===== config.mk =====
export PLATFORM = sky130hd
export DESIGN_NAME = styled_line_rasterizer
export DESIGN_NICKNAME = d
export VERILOG_FILES = /design/src/sv/slr_pkg.sv /design/src/sv/slr_front.sv /design/src/sv/slr_queue.sv /design/src/sv/slr_back.sv /design/src/sv/styled_line_rasterizer.sv
export SDC_FILE = /design/constraint.sdc
export NUM_CORES = 1
export LEC_CHECK = 0
export ABC_AREA = 1
export CAP_MARGIN = 20
export CORE_MARGIN = 2
export CORE_UTILIZATION = 45
export CTS_CLUSTER_DIAMETER = 80
export DETAILED_ROUTE_END_ITERATION = 10
export DONT_BUFFER_PORTS = 1
export MAX_ROUTING_LAYER = met4
export SLEW_MARGIN = 20
export SYNTH_ARGS = -nofsm -noshare
export SYNTH_HDL_FRONTEND = slang
export SYNTH_SLANG_ARGS = --single-unit

===== constraint.sdc =====
create_clock -name clk -period 10.9 [get_ports clk]
set_input_delay 2.18 -clock clk [delete_from_list [all_inputs] [get_ports clk]]
set_output_delay 2.18 -clock clk [all_outputs]
set_load 0.05 [all_outputs]

===== src/sv/slr_pkg.sv =====
// Shared types, codes and constant tables for the styled line rasterizer.
package slr_pkg;

	// Fixed field widths
	localparam int OPCODE_BITS    = 3;
	localparam int STYLE_BITS     = 3;
	localparam int PATTERN_BITS   = 16;
	localparam int COLOR_BITS     = 4;
	localparam int SCREEN_BITS    = 16;
	localparam int CFG_INDEX_BITS = 3;
	localparam int CFG_DATA_BITS  = 16;
	localparam int PATTERN_SEL_BITS = 4;

	// Command queue depth between front and back
	localparam int QUEUE_DEPTH = 4;

	// Configuration reset values
	localparam logic [STYLE_BITS-1:0]   STYLE_RESET   = 3'd0;
	localparam logic [PATTERN_BITS-1:0] PATTERN_RESET = 16'hFFFF;
	localparam logic [COLOR_BITS-1:0]   COLOR_RESET   = 4'd15;
	localparam logic [SCREEN_BITS-1:0]  WIDTH_RESET   = 16'd640;
	localparam logic [SCREEN_BITS-1:0]  HEIGHT_RESET  = 16'd400;

	// Built-in dash patterns
	localparam logic [PATTERN_BITS-1:0] PAT_SOLID  = 16'hFFFF;
	localparam logic [PATTERN_BITS-1:0] PAT_DOTTED = 16'hCCCC;
	localparam logic [PATTERN_BITS-1:0] PAT_CENTER = 16'hF8F8;
	localparam logic [PATTERN_BITS-1:0] PAT_DASHED = 16'hF0F0;

	typedef enum logic [OPCODE_BITS-1:0] {
		OP_LINE     = 3'd0,
		OP_LINE_TO  = 3'd1,
		OP_LINE_REL = 3'd2,
		OP_MOVE_PEN = 3'd3,
		OP_STEP     = 3'd4
	} op_t;

	typedef enum logic [STYLE_BITS-1:0] {
		STYLE_SOLID  = 3'd0,
		STYLE_DOTTED = 3'd1,
		STYLE_CENTER = 3'd2,
		STYLE_DASHED = 3'd3,
		STYLE_USER   = 3'd4
	} style_t;

	typedef enum logic [CFG_INDEX_BITS-1:0] {
		REG_DASH_STYLE    = 3'd0,
		REG_USER_PATTERN  = 3'd1,
		REG_DRAW_COLOR    = 3'd2,
		REG_SCREEN_WIDTH  = 3'd3,
		REG_SCREEN_HEIGHT = 3'd4
	} cfg_reg_t;

	// Kind of entry in the command queue
	typedef enum logic {
		CMD_BEGIN = 1'b0,
		CMD_STEP  = 1'b1
	} cmd_kind_t;

	typedef struct packed {
		logic [STYLE_BITS-1:0]   dash_style;
		logic [PATTERN_BITS-1:0] user_pattern;
		logic [COLOR_BITS-1:0]   draw_color;
		logic [SCREEN_BITS-1:0]  screen_width;
		logic [SCREEN_BITS-1:0]  screen_height;
	} cfg_t;

	// Select the active dash pattern
	function automatic logic [PATTERN_BITS-1:0] style_pattern(
		input logic [STYLE_BITS-1:0]   style,
		input logic [PATTERN_BITS-1:0] user
	);
		logic [PATTERN_BITS-1:0] pat;
		case (style_t'(style))
			STYLE_DOTTED: pat = PAT_DOTTED;
			STYLE_CENTER: pat = PAT_CENTER;
			STYLE_DASHED: pat = PAT_DASHED;
			STYLE_USER:   pat = user;
			default:      pat = PAT_SOLID;
		endcase
		return pat;
	endfunction

	// Map logical color to device color
	function automatic logic [COLOR_BITS-1:0] color_map(input logic [COLOR_BITS-1:0] c);
		logic [COLOR_BITS-1:0] d;
		case (c)
			4'd0:    d = 4'd0;
			4'd1:    d = 4'd9;
			4'd2:    d = 4'd13;
			4'd3:    d = 4'd14;
			4'd4:    d = 4'd12;
			4'd5:    d = 4'd6;
			4'd6:    d = 4'd4;
			4'd7:    d = 4'd8;
			4'd8:    d = 4'd15;
			4'd9:    d = 4'd11;
			4'd10:   d = 4'd3;
			4'd11:   d = 4'd7;
			4'd12:   d = 4'd2;
			4'd13:   d = 4'd5;
			4'd14:   d = 4'd10;
			default: d = 4'd1;
		endcase
		return d;
	endfunction

endpackage


===== src/sv/slr_front.sv =====
// Front end: accepts items, tracks the pen and prepares line setup for the queue.
module slr_front import slr_pkg::*; #(
	parameter int COORD_BITS = 16,
	localparam int ENTRY_BITS = 7 * COORD_BITS + 8
) (
	input  logic                         clk,
	input  logic                         arst_n,
	input  logic                         in_valid,
	output logic                         in_ready,
	input  logic [OPCODE_BITS-1:0]       opcode,
	input  logic signed [COORD_BITS-1:0] start_x,
	input  logic signed [COORD_BITS-1:0] start_y,
	input  logic signed [COORD_BITS-1:0] end_x,
	input  logic signed [COORD_BITS-1:0] end_y,
	output logic                         push_valid,
	input  logic                         push_ready,
	output logic [ENTRY_BITS-1:0]        push_data
);

	localparam int SW = COORD_BITS + 1;
	localparam int EW = COORD_BITS + 3;

	logic signed [COORD_BITS-1:0] pen_x_q, pen_y_q;
	logic                         valid_s1;
	cmd_kind_t                    kind_s1;
	logic signed [COORD_BITS-1:0] x1_s1, y1_s1, x2_s1, y2_s1;

	logic                         in_fire;
	logic                         load;
	logic                         pen_we;
	cmd_kind_t                    kind_d;
	logic signed [COORD_BITS-1:0] x1_d, y1_d, x2_d, y2_d;
	logic signed [COORD_BITS-1:0] pen_x_d, pen_y_d;
	logic signed [COORD_BITS-1:0] rel_x, rel_y;

	assign in_ready = !valid_s1 || push_ready;
	assign in_fire  = in_valid && in_ready;
	assign rel_x    = pen_x_q + end_x;
	assign rel_y    = pen_y_q + end_y;

	// Decode the opcode into line endpoints and pen updates
	always_comb begin
		load    = 1'b0;
		pen_we  = 1'b0;
		kind_d  = CMD_BEGIN;
		x1_d    = start_x;
		y1_d    = start_y;
		x2_d    = end_x;
		y2_d    = end_y;
		pen_x_d = end_x;
		pen_y_d = end_y;
		case (op_t'(opcode))
			OP_LINE: begin
				load = 1'b1;
			end
			OP_LINE_TO: begin
				load   = 1'b1;
				pen_we = 1'b1;
				x1_d   = pen_x_q;
				y1_d   = pen_y_q;
			end
			OP_LINE_REL: begin
				load    = 1'b1;
				pen_we  = 1'b1;
				x1_d    = pen_x_q;
				y1_d    = pen_y_q;
				x2_d    = rel_x;
				y2_d    = rel_y;
				pen_x_d = rel_x;
				pen_y_d = rel_y;
			end
			OP_MOVE_PEN: begin
				pen_we = 1'b1;
			end
			OP_STEP: begin
				load   = 1'b1;
				kind_d = CMD_STEP;
			end
			default: begin
				load = 1'b0;
			end
		endcase
	end

	// Hold the pen and the decoded stage
	always_ff @(posedge clk or negedge arst_n) begin
		if (!arst_n) begin
			pen_x_q  <= '0;
			pen_y_q  <= '0;
			valid_s1 <= 1'b0;
		end else begin
			if (in_fire && pen_we) begin
				pen_x_q <= pen_x_d;
				pen_y_q <= pen_y_d;
			end
			if (in_ready) begin
				valid_s1 <= in_fire && load;
			end
		end
	end

	always_ff @(posedge clk) begin
		if (in_fire && load) begin
			kind_s1 <= kind_d;
			x1_s1   <= x1_d;
			y1_s1   <= y1_d;
			x2_s1   <= x2_d;
			y2_s1   <= y2_d;
		end
	end

	// Compute spans, directions and the initial error term
	logic signed [SW-1:0] x1e, y1e, x2e, y2e;
	logic                 gt_x, gt_y;
	logic [SW-1:0]        span_x, span_y;
	logic signed [EW-1:0] err0;

	always_comb begin
		x1e    = SW'(x1_s1);
		y1e    = SW'(y1_s1);
		x2e    = SW'(x2_s1);
		y2e    = SW'(y2_s1);
		gt_x   = x2_s1 > x1_s1;
		gt_y   = y2_s1 > y1_s1;
		span_x = gt_x ? SW'(x2e - x1e) : SW'(x1e - x2e);
		span_y = gt_y ? SW'(y2e - y1e) : SW'(y1e - y2e);
		err0   = $signed(EW'(span_x)) - $signed(EW'(span_y));
	end

	assign push_valid = valid_s1;
	assign push_data  = {kind_s1, x1_s1, y1_s1, x2_s1, y2_s1, span_x, span_y, err0,
		!gt_x, !gt_y};

endmodule


===== src/sv/slr_queue.sv =====
// Short command queue that decouples the front end from the line walker.
module slr_queue import slr_pkg::*; #(
	parameter int WIDTH = 120
) (
	input  logic             clk,
	input  logic             arst_n,
	input  logic             push_valid,
	output logic             push_ready,
	input  logic [WIDTH-1:0] push_data,
	output logic             pop_valid,
	input  logic             pop_ready,
	output logic [WIDTH-1:0] pop_data
);

	localparam int PW = $clog2(QUEUE_DEPTH);

	logic [WIDTH-1:0] fifo_q [QUEUE_DEPTH];
	logic [PW-1:0]    wr_ptr_q, rd_ptr_q;
	logic [PW:0]      count_q;
	logic             push, pop;

	assign push_ready = count_q != (PW + 1)'(QUEUE_DEPTH);
	assign pop_valid  = count_q != '0;
	assign pop_data   = fifo_q[rd_ptr_q];
	assign push       = push_valid && push_ready;
	assign pop        = pop_valid && pop_ready;

	// Write the incoming beat at the tail
	always_ff @(posedge clk) begin
		if (push) begin
			fifo_q[wr_ptr_q] <= push_data;
		end
	end

	// Advance pointers and occupancy
	always_ff @(posedge clk or negedge arst_n) begin
		if (!arst_n) begin
			wr_ptr_q <= '0;
			rd_ptr_q <= '0;
			count_q  <= '0;
		end else begin
			if (push) begin
				wr_ptr_q <= wr_ptr_q + 1'b1;
			end
			if (pop) begin
				rd_ptr_q <= rd_ptr_q + 1'b1;
			end
			if (push && !pop) begin
				count_q <= count_q + 1'b1;
			end else if (pop && !push) begin
				count_q <= count_q - 1'b1;
			end
		end
	end

	assert property (@(posedge clk) disable iff (!arst_n)
		count_q <= (PW + 1)'(QUEUE_DEPTH))
		else $error("queue occupancy above depth");

	assert property (@(posedge clk) disable iff (!arst_n)
		(push && !pop) |=> count_q == $past(count_q) + 1'b1)
		else $error("queue occupancy did not grow on push");

endmodule


===== src/sv/slr_back.sv =====
// Line walker: runs Bresenham steps, applies style, clipping and color, registers results.
module slr_back import slr_pkg::*; #(
	parameter int COORD_BITS     = 16,
	parameter int PATTERN_LENGTH = 16,
	localparam int ENTRY_BITS = 7 * COORD_BITS + 8
) (
	input  logic                         clk,
	input  logic                         arst_n,
	input  cfg_t                         cfg,
	input  logic                         pop_valid,
	output logic                         pop_ready,
	input  logic [ENTRY_BITS-1:0]        pop_data,
	output logic                         out_valid,
	input  logic                         out_ready,
	output logic signed [COORD_BITS-1:0] point_x,
	output logic signed [COORD_BITS-1:0] point_y,
	output logic                         plot,
	output logic [COLOR_BITS-1:0]        device_color,
	output logic                         last_point
);

	localparam int SW   = COORD_BITS + 1;
	localparam int EW   = COORD_BITS + 3;
	localparam int XW   = COORD_BITS + 4;
	localparam int PIW  = $clog2(PATTERN_LENGTH);
	localparam int CMPW = (COORD_BITS > SCREEN_BITS) ? COORD_BITS : SCREEN_BITS;

	// Unpack the queue entry
	cmd_kind_t                    e_kind;
	logic signed [COORD_BITS-1:0] e_wx, e_wy, e_tx, e_ty;
	logic [SW-1:0]                e_sx, e_sy;
	logic signed [EW-1:0]         e_err;
	logic                         e_dxn, e_dyn;

	assign e_kind = cmd_kind_t'(pop_data[ENTRY_BITS-1]);
	assign {e_wx, e_wy, e_tx, e_ty, e_sx, e_sy, e_err, e_dxn, e_dyn} =
		pop_data[ENTRY_BITS-2:0];

	// Line state
	logic                         active_q;
	logic signed [COORD_BITS-1:0] walk_x_q, walk_y_q, target_x_q, target_y_q;
	logic [SW-1:0]                span_x_q, span_y_q;
	logic signed [EW-1:0]         err_q;
	logic                         dxn_q, dyn_q;
	logic [PIW-1:0]               pidx_q;

	// Output register
	logic                         out_valid_q;
	logic signed [COORD_BITS-1:0] point_x_q, point_y_q;
	logic                         plot_q, last_q;
	logic [COLOR_BITS-1:0]        color_q;

	logic pop, do_begin, do_step;

	assign pop_ready = !out_valid_q || out_ready;
	assign pop       = pop_valid && pop_ready;
	assign do_begin  = pop && (e_kind == CMD_BEGIN);
	assign do_step   = pop && (e_kind == CMD_STEP) && active_q;

	// Evaluate the current point and the next Bresenham move
	logic signed [XW-1:0]         e2, sx_ext, sy_ext, err_next;
	logic                         move_x, move_y, is_last, on_screen, pat_bit;
	logic [PATTERN_BITS-1:0]      pattern;
	logic [PATTERN_SEL_BITS-1:0]  pat_sel;
	logic [PIW-1:0]               pidx_next;
	logic signed [COORD_BITS-1:0] walk_x_next, walk_y_next;

	always_comb begin
		e2        = XW'(err_q) <<< 1;
		sx_ext    = $signed(XW'(span_x_q));
		sy_ext    = $signed(XW'(span_y_q));
		move_x    = e2 > -sy_ext;
		move_y    = e2 < sx_ext;
		err_next  = XW'(err_q) - (move_x ? sy_ext : '0) + (move_y ? sx_ext : '0);
		walk_x_next = move_x ? (dxn_q ? walk_x_q - 1'b1 : walk_x_q + 1'b1) : walk_x_q;
		walk_y_next = move_y ? (dyn_q ? walk_y_q - 1'b1 : walk_y_q + 1'b1) : walk_y_q;
		pidx_next = (pidx_q == PIW'(PATTERN_LENGTH - 1)) ? '0 : pidx_q + 1'b1;
		is_last   = (walk_x_q == target_x_q) && (walk_y_q == target_y_q);
		on_screen = !walk_x_q[COORD_BITS-1] && !walk_y_q[COORD_BITS-1]
			&& (CMPW'($unsigned(walk_x_q)) < CMPW'(cfg.screen_width))
			&& (CMPW'($unsigned(walk_y_q)) < CMPW'(cfg.screen_height));
		pattern   = style_pattern(cfg.dash_style, cfg.user_pattern);
		pat_sel   = PATTERN_SEL_BITS'(pidx_q);
		pat_bit   = pattern[pat_sel];
	end

	// Load a new line or advance the one in progress
	always_ff @(posedge clk or negedge arst_n) begin
		if (!arst_n) begin
			active_q   <= 1'b0;
			walk_x_q   <= '0;
			walk_y_q   <= '0;
			target_x_q <= '0;
			target_y_q <= '0;
			span_x_q   <= '0;
			span_y_q   <= '0;
			err_q      <= '0;
			dxn_q      <= 1'b0;
			dyn_q      <= 1'b0;
			pidx_q     <= '0;
		end else if (do_begin) begin
			active_q   <= 1'b1;
			walk_x_q   <= e_wx;
			walk_y_q   <= e_wy;
			target_x_q <= e_tx;
			target_y_q <= e_ty;
			span_x_q   <= e_sx;
			span_y_q   <= e_sy;
			err_q      <= e_err;
			dxn_q      <= e_dxn;
			dyn_q      <= e_dyn;
			pidx_q     <= '0;
		end else if (do_step) begin
			if (is_last) begin
				active_q <= 1'b0;
			end else begin
				walk_x_q <= walk_x_next;
				walk_y_q <= walk_y_next;
				err_q    <= EW'(err_next);
				pidx_q   <= pidx_next;
			end
		end
	end

	// Hold the result beat until it is taken
	always_ff @(posedge clk or negedge arst_n) begin
		if (!arst_n) begin
			out_valid_q <= 1'b0;
		end else if (pop_ready) begin
			out_valid_q <= do_step;
		end
	end

	always_ff @(posedge clk) begin
		if (do_step) begin
			point_x_q <= walk_x_q;
			point_y_q <= walk_y_q;
			plot_q    <= pat_bit && on_screen;
			color_q   <= color_map(cfg.draw_color);
			last_q    <= is_last;
		end
	end

	assign out_valid    = out_valid_q;
	assign point_x      = point_x_q;
	assign point_y      = point_y_q;
	assign plot         = plot_q;
	assign device_color = color_q;
	assign last_point   = last_q;

	assert property (@(posedge clk) disable iff (!arst_n)
		$rose(out_valid_q) |-> $past(active_q))
		else $error("result emitted with no line in progress");

	assert property (@(posedge clk) disable iff (!arst_n)
		(do_step && is_last) |=> !active_q)
		else $error("line still active after its final point");

	assert property (@(posedge clk) disable iff (!arst_n)
		do_begin |=> (active_q && pidx_q == '0))
		else $error("new line did not restart the pattern");

endmodule


===== src/sv/styled_line_rasterizer.sv =====
// Styled line rasterizer: a Bresenham line generator with a repeating 16-bit dash
// pattern, screen clipping and a fixed color map. Command beats start a line (absolute,
// from the pen, or relative to the pen) or move the pen; each step beat emits one point
// of the line in progress, and the final point carries last_point. A step while no line
// is active produces nothing, and a new line command drops any line in progress. The
// block sustains one item per clock on both command and step beats while the result side
// is not stalled: the walker does one Bresenham iteration per cycle, and a four-entry
// command queue between the input decoder and the walker lets either side stall on its
// own. An accepted step beat passes through the decode stage register, the queue and
// the result register, each of which can stall. Configuration registers are always ready
// and are to be written only while the block is idle. No clearing pass follows reset.
module styled_line_rasterizer import slr_pkg::*; #(
	parameter int COORD_BITS     = 16,
	parameter int PATTERN_LENGTH = 16
) (
	input  logic                         clk,
	input  logic                         arst_n,
	input  logic                         cfg_valid,
	output logic                         cfg_ready,
	input  logic [CFG_INDEX_BITS-1:0]    cfg_index,
	input  logic [CFG_DATA_BITS-1:0]     cfg_data,
	input  logic                         in_valid,
	output logic                         in_ready,
	input  logic [OPCODE_BITS-1:0]       opcode,
	input  logic signed [COORD_BITS-1:0] start_x,
	input  logic signed [COORD_BITS-1:0] start_y,
	input  logic signed [COORD_BITS-1:0] end_x,
	input  logic signed [COORD_BITS-1:0] end_y,
	output logic                         out_valid,
	input  logic                         out_ready,
	output logic signed [COORD_BITS-1:0] point_x,
	output logic signed [COORD_BITS-1:0] point_y,
	output logic                         plot,
	output logic [COLOR_BITS-1:0]        device_color,
	output logic                         last_point
);

	localparam int ENTRY_BITS = 7 * COORD_BITS + 8;

	cfg_t cfg_q;

	assign cfg_ready = 1'b1;

	// Write configuration registers; drop unknown indexes
	always_ff @(posedge clk or negedge arst_n) begin
		if (!arst_n) begin
			cfg_q.dash_style    <= STYLE_RESET;
			cfg_q.user_pattern  <= PATTERN_RESET;
			cfg_q.draw_color    <= COLOR_RESET;
			cfg_q.screen_width  <= WIDTH_RESET;
			cfg_q.screen_height <= HEIGHT_RESET;
		end else if (cfg_valid) begin
			case (cfg_reg_t'(cfg_index))
				REG_DASH_STYLE:    cfg_q.dash_style    <= cfg_data[STYLE_BITS-1:0];
				REG_USER_PATTERN:  cfg_q.user_pattern  <= cfg_data[PATTERN_BITS-1:0];
				REG_DRAW_COLOR:    cfg_q.draw_color    <= cfg_data[COLOR_BITS-1:0];
				REG_SCREEN_WIDTH:  cfg_q.screen_width  <= cfg_data[SCREEN_BITS-1:0];
				REG_SCREEN_HEIGHT: cfg_q.screen_height <= cfg_data[SCREEN_BITS-1:0];
				default: begin
					cfg_q <= cfg_q;
				end
			endcase
		end
	end

	logic                  push_valid, push_ready, pop_valid, pop_ready;
	logic [ENTRY_BITS-1:0] push_data, pop_data;

	slr_front #(
		.COORD_BITS (COORD_BITS)
	) u_front (
		.clk        (clk),
		.arst_n     (arst_n),
		.in_valid   (in_valid),
		.in_ready   (in_ready),
		.opcode     (opcode),
		.start_x    (start_x),
		.start_y    (start_y),
		.end_x      (end_x),
		.end_y      (end_y),
		.push_valid (push_valid),
		.push_ready (push_ready),
		.push_data  (push_data)
	);

	slr_queue #(
		.WIDTH (ENTRY_BITS)
	) u_queue (
		.clk        (clk),
		.arst_n     (arst_n),
		.push_valid (push_valid),
		.push_ready (push_ready),
		.push_data  (push_data),
		.pop_valid  (pop_valid),
		.pop_ready  (pop_ready),
		.pop_data   (pop_data)
	);

	slr_back #(
		.COORD_BITS     (COORD_BITS),
		.PATTERN_LENGTH (PATTERN_LENGTH)
	) u_back (
		.clk          (clk),
		.arst_n       (arst_n),
		.cfg          (cfg_q),
		.pop_valid    (pop_valid),
		.pop_ready    (pop_ready),
		.pop_data     (pop_data),
		.out_valid    (out_valid),
		.out_ready    (out_ready),
		.point_x      (point_x),
		.point_y      (point_y),
		.plot         (plot),
		.device_color (device_color),
		.last_point   (last_point)
	);

endmodule


==> out/summary.txt, run 1 <==
WP depth: 32
Post-DP HPWL: 80.02 mm
Crit path max fanout: 18
Row cnt: 113
CTS buffer count: 90
CP bufs+invs: 3
Worst r2r dst: u_back.err_q[14]$_DFFE_PN0P_
Buffers on Ports: 0
GPL Wtd Cong: 0.9170
Largest net degree at the start of global routing: 221
Worst-Margin Slew: 1.043 ns
Max-Cap Viols: 0
Unrepaired setup endpoints after global routing: no
Slew margin rel.: 30.24%
Post-synth top area cell: edfxtp_1
Int Power: 0.008398 W
Slew Limit Fails: 0
Fin crit share: 50.43%
Worst Setup Path Type: reg2reg
Synth Net Count: 5066
CP arrival: 6.06 ns
DRC: 0
R2R depth: 32
Flop pwr share: 33.4%
TNS Setup: 0 ns
Syn Area/Cell: 9.154 µm²
Via count: 31891
CTS sink cnt: 799
CTS Buffer Depth: 3
Reg2reg start: u_back.span_y_q[0]$_DFFE_PN0P_
Final min period: 5.496 ns
Synth area leaders: edfxtp_1 (40%), dfrtp_1 (11%), nand2_1 (9.7%)
Post-layout net count: 5015
Synth cell types: 56
Initial Util: 45.40%
First-pass GRT wire length: 179.4 mm
Synth Flop Type: edfxtp_1
CP most frequent cell: nand2_1
Vias in the first global route: 30159
Syn Inst Count: 4712
Post-cts resize count: 0
Switching part of the total: 44.79%
Final WL: 115.8 mm
Warnings from Yosys: 0
Vias per Instance: 5.313
Clock slew at reported path FFs: 0.06 ns
Slowest stage delay, CP: 0.51 ns
Setup Skew: 0.02943 ns
CP endpoint: u_back.err_q[14]$_DFFE_PN0P_
Ratio of cells with drive above 1 in the final layout: 5.867%
DIE AREA: 98350 µm²
Io pins: 132
DRT antenna net count: 0
Synth async-reset ratio: 27.53%
Routed wire per std cell: 19.29 µm
Area Growth Syn to Fin: 9.752%
Most frequent cells after synthesis: nand2_1 (1120), edfxtp_1 (579), inv_1 (524), nor2_1 (456), o21ai_0 (452)
Clk pwr share: 21.0%
Switching power: 0.006813 W
Fillers: 8879
Die Ht: 313.6 µm
Worst setup EP type: flip-flop
TritonCTS clock tree: built
CP max-delay cell: fa_1
Area of the multi-input gates: 17470 µm²
Startpoint Class: flip-flop
Flops & latches, synth: 799
Antenna violations before repair: 0
Register area share after synthesis: 53.14%
Worst Path Required: 11.46 ns
PD cells: 321.3 nW/µm²
Top-area cell type share of the netlist area: 40.31%
Final core occ: 49.83%
Cts hold-fix bufs: 0
Hold crit path type: reg2reg
Total grt overflow: 0
Final setup fails: 0
Comb pwr share: 45.7%
H-tree levels: 3
Crit. Startpoint: u_back.span_y_q[0]$_DFFE_PN0P_
Peak VDD IR: 0.2183 mV
Final Hold Viols: 0
Fmax: 181.9 MHz
Post-synth EDFFs: 579
Root Buffer: clkbuf_16
Core area: 95010 µm²
Total track usage: 24.29%
Top delay family on crit path: simple AND/OR/NAND/NOR gates
DRT iter0 DRCs: 2701
Synthesized area: 43140 µm²
Ant. Diodes: 0
Hold path start: cfg_q[13]$_DFFE_PN0P_
Clock latency on the worst-skew pair: 0.67 ns
Count leader, synth: nand2_1
Reg2reg setup slack: 5.40 ns
Drt pass-1 iters: 6
Status: finished clean
FF/Latch Area: 22930 µm²
Die Wd: 313.6 µm
Post-CTS Setup Bufs: 0
Lkg Pwr: 20.48 nW
kinds of logic after synthesis:
kind of cell | after synthesis | share of synthesized area, %
AO/OA/AOI/OAI | 915 | 11.70
XOR/XNOR | 124 | 2.518
adder cells (fa/ha/maj) | 263 | 8.099
buffers and inverters | 705 | 6.480
flip-flops | 799 | 53.14
other | 1 | 0.008694
AND/OR/NAND/NOR | 1905 | 18.05
worst min-delay path by stage:
stage / endpoint / cells past startpoint / slack, ns
after floorplan: cfg_q[10]$_DFFE_PN0P_ / 2 / 0.45
after global placement: cfg_q[1]$_DFFE_PN0P_ / 2 / 0.47
after detailed placement: cfg_q[21]$_DFFE_PN0P_ / 2 / 0.48
after CTS: cfg_q[37]$_DFFE_PN1P_ / 2 / 0.49
after global routing: cfg_q[41]$_DFFE_PN1P_ / 2 / 0.51
final: cfg_q[13]$_DFFE_PN0P_ / 2 / 0.49
per-stage QoR:
stage	power, W	setup slack, ns	std cells	cell area, µm²	hold slack (ns)
5_1_grt	0.01643	4.795	6003	47340	0.5075
6_report	0.01521	5.404	6003	47340	0.4871
3_5_place_dp	0.01204	5.441	5833	44220	0.4770
3_3_place_gp	0.01195	5.451	5833	44220	0.4694
4_1_cts	0.01527	5.412	6002	47330	0.4911
2_1_floorplan	0.01009	4.678	4712	43140	0.4530
worst min-delay path, delay by kind of cell, from the launching register on:
kind             cells  cell delay [ns]
AND/OR/NAND/NOR      1             0.05
flip-flops           1             0.34
AO/OA/AOI/OAI        1             0.06
flip-flops by register name (all words and copies together) (netlist names), 17 cells and up:
name	flops
u_queue.fifo_q	476
cfg_q	55
u_back.err_q	19
u_back.span_x_q	17
u_back.span_y_q	17
power groups by stage:
stage	clock network [W]	registers (W)	logic (W)
CTS	0.00325	0.00507	0.00695
global route	0.00336	0.00515	0.00793
floorplan	0	0.00487	0.00521
finish	0.00319	0.00507	0.00695
global placement	0	0.00512	0.00683
detailed placement	0	0.00513	0.00691
layer usage:
layer  part of all wire [%]  global-route usage [%]
met5                      0                       -
met4                    2.2                   6.231
met3                    4.7                   2.817
met2                     44                   36.06
met1                     49                   35.47
cell type report:
cell class              count  share of cell area (%)
well taps                1265                   3.343
multi-input cells        3208                   36.90
repair buffers             24                  0.4757
clock inverters            55                   1.464
flip-flops and latches    799                   48.44
inverters                 538                   4.282
clock buffers             114                   5.103
layout by cell type, fill, tap and decap left out, drive strengths merged, types with 11 or more instances in the layout:
master / count
nand2: 1127
edfxtp: 579
inv: 541
o21ai: 503
nor2: 460
ha: 236
a21oi: 219
nand3: 209
dfrtp: 195
clkbuf: 114
xor2: 91
o22ai: 87
xnor2: 33
clkinv: 32
nor3: 30
or2: 28
fa: 27
dfstp: 25
buf: 24
nand4: 22
a21o: 22
o21bai: 21
a31oi: 19
nand3b: 17
bufinv: 14
o211ai: 13
o21a: 11
Power figures use the tool's default switching activity.
==> inputs of run 2 (changes only) <==
==> constraint.sdc (replaced) <==
create_clock -name clk -period 4.6 [get_ports clk]
set_input_delay 0.92 -clock clk [delete_from_list [all_inputs] [get_ports clk]]
set_output_delay 0.92 -clock clk [all_outputs]
set_load 0.05 [all_outputs]
==> run 2 against run 1 <==
The flow now finishes with violations (setup timing); sequential power is 130% higher; final cell count is 3.1% higher; maximum frequency increased by 11%; sequential share of layout area decreased by 2.3 points; clock power increased by 130%; critical path type unchanged.
==> out/summary.txt, run 2 (synthesis gave the netlist of run 1 again) <==
Crit path max fanout: 7 (-11)
PD cells: 801.3 nW/µm² (+150%)
DRC: 0 (unchanged)
Total track usage: 24.48% (+0.19 points)
PnR Total Power: 0.03979 W (+160%)
First-pass GRT wire length: 180.3 mm (+0.50%)
Die Ht: 313.6 µm (unchanged)
Failing checks: setup timing
Die Wd: 313.6 µm (unchanged)
Root Buffer: clkbuf_16
Hold crit path type: in2async
Final setup fails: 17 (+17)
Worst setup margin: -0.3389 ns (-5.742 ns)
Final WL: 117.9 mm (+1.8%)
Slowest stage delay, CP: 0.50 ns (about the same)
DRT iter0 DRCs: 2899 (+7.3%)
GPL Wtd Cong: 0.9435 (+2.9%)
Slew Limit Fails: 0 (unchanged)
Largest net degree at the start of global routing: 221 (unchanged)
Final core occ: 52.26% (+2.4 points)
R2R depth: 34 (+6.3%)
Vias per Instance: 5.248 (-1.2%)
CP arrival: 5.51 ns (-0.55 ns)
Worst setup EP type: flip-flop
Io pins: 132 (unchanged)
Post-DP HPWL: 82.21 mm (+2.7%)
Final min period: 4.939 ns (-0.5576 ns)
Core area: 95010 µm² (unchanged)
Fin crit share: 107.4% (+57 points)
CTS Buffer Depth: 3 (unchanged)
CP max-delay cell: fa_1
Initial Util: 45.40% (unchanged)
Grt met2 use: 36.20% (+0.15 points)
H-tree levels: 3 (unchanged)
Met3 Use GR: 3.952% (+1.1 points)
Startpoint Class: flip-flop
Peak VDD IR: 0.6069 mV (+180%)
Top flop regs: u_queue.fifo_q x476, cfg_q x55, u_back.err_q x19
Hold_ws: 0.1114 ns (-0.3758 ns)
Commonest non-fill, non-tap cells in the layout: nand2_1 (1088), edfxtp_1 (579), inv_1 (502), o21ai_0 (442), nor2_1 (419)
Worst Setup Path Type: reg2reg
CP most frequent cell: nand2_1
DRT antenna net count: 0 (unchanged)
Design area: 49660 µm² (+4.9%)
Row cnt: 113 (unchanged)
GRT busiest layer: met2
Area Growth Syn to Fin: 15.12%
Ratio of cells with drive above 1 in the final layout: 12.29% (+6.4 points)
Worst-Margin Slew: 1.031 ns (-0.01264 ns)
Drt pass-1 iters: 5 (-1)
Status: finished with violations
Biggest register: u_queue.fifo_q
DIE AREA: 98350 µm² (unchanged)
Antenna violations before repair: 5 (+5)
Max FFs per register: 476 (unchanged)
Fmax: 202.5 MHz (+11%)
Worst Path Required: 5.17 ns (-6.29 ns)
Post-layout net count: 5199 (+3.7%)
Leading cell type in the layout, fill and taps excluded: nand2_1
Max-Cap Viols: 0 (unchanged)
Final Hold Viols: 0 (unchanged)
Clock latency on the worst-skew pair: 0.65 ns (-0.02 ns)
Via count: 32475 (+1.8%)
Clock slew at reported path FFs: 0.06 ns (about the same)
Post-DP Area: 45410 µm² (+2.7%)
Routed wire per std cell: 19.06 µm (-1.2%)
Vias in the first global route: 30754 (+2.0%)
Met1 Use GR: 35.03% (-0.44 points)
CTS buffer count: 90 (unchanged)
Unrepaired setup endpoints after global routing: yes
Setup Skew: 0.02250 ns (-0.006924 ns)
CTS sink cnt: 799 (unchanged)
Total grt overflow: 0 (unchanged)
TNS Setup: -3.917 ns (-3.917 ns)
Buffers on Ports: 0 (unchanged)
Lkg Pwr: 21.48 nW (+4.9%)
Slew margin rel.: 31.08% (+0.85 points)
TritonCTS clock tree: built
==> run 2: area by class of cell <==
cell class | count | area (µm²)
Timing Repair Buffer | 207 | 1792
Inverter | 538 | 2029
Clock buffer | 107 | 2357
Antenna cell | 1 | 2.502
Multi-Input combinational cell | 3209 | 18310
Tap cell | 1265 | 1583
Sequential cell | 799 | 22930
Fill cell | 8764 | 45360
Clock inverter | 62 | 654.4
==> run 2: repair_timing <==
item	in CTS	in global routing
pin swaps	47	66
resized for setup	121	93
endpoints found under the hold margin	195	135
gates cloned	1	0
setup buffers	15	19
setup endpoints to repair	17	51
==> run 2: critical path: cells and delay by family, from the launching register on <==
| family | cells | cell delay [ns] |
|---|---|---|
| buf+inv | 7 | 0.85 |
| flops | 1 | 0.40 |
| fa+ha+maj | 3 | 1.22 |
| xor+xnor | 1 | 0.14 |
| compound gates | 1 | 0.10 |
| simple gates | 22 | 2.15 |
==> run 2: worst paths after layout <==
kind	start	slack (ns)	end
min in group clk	out_ready	0.37	u_back.out_valid$_DFFE_PN0N_
hold / removal	arst_n	0.11	cfg_q[32]$_DFFE_PN1P_
setup reg to reg	u_back.span_y_q[1]$_DFFE_PN0P_	-0.34	u_back.err_q[12]$_DFFE_PN0P_
setup / recovery	u_back.span_y_q[1]$_DFFE_PN0P_	-0.34	u_back.err_q[12]$_DFFE_PN0P_
max in group asynchronous	arst_n	3.70	u_back.target_y_q[7]$_DFFE_PN0P_
hold reg to reg	cfg_q[20]$_DFFE_PN0P_	0.49	cfg_q[20]$_DFFE_PN0P_
==> run 2: power breakdown <==
part | leakage [nW] | internal [W] | switching (W)
logic | 12.1 | 0.00792 | 0.0127
clock network | 1.47 | 0.00431 | 0.00296
registers | 7.95 | 0.0100 | 0.00190
total | 21.5 | 0.0222 | 0.0176
==> run 2: metrics by stage <==
step | setup slack, ns | instances
final | -0.3389 | 6188
after global routing | -0.6114 | 6188
after CTS | -0.3160 | 6166
after detailed placement | -0.4320 | 5981
after global placement | -0.3346 | 5981
after floorplan | -1.622 | 4712
==> run 2: metal layers <==
metal / wire length (µm) / up-vias
li1: - / 16050
met1: 55360 / 15401
met2: 51960 / 863
met3: 7537 / 161
met4: 3079 / 0
met5: 0 / -
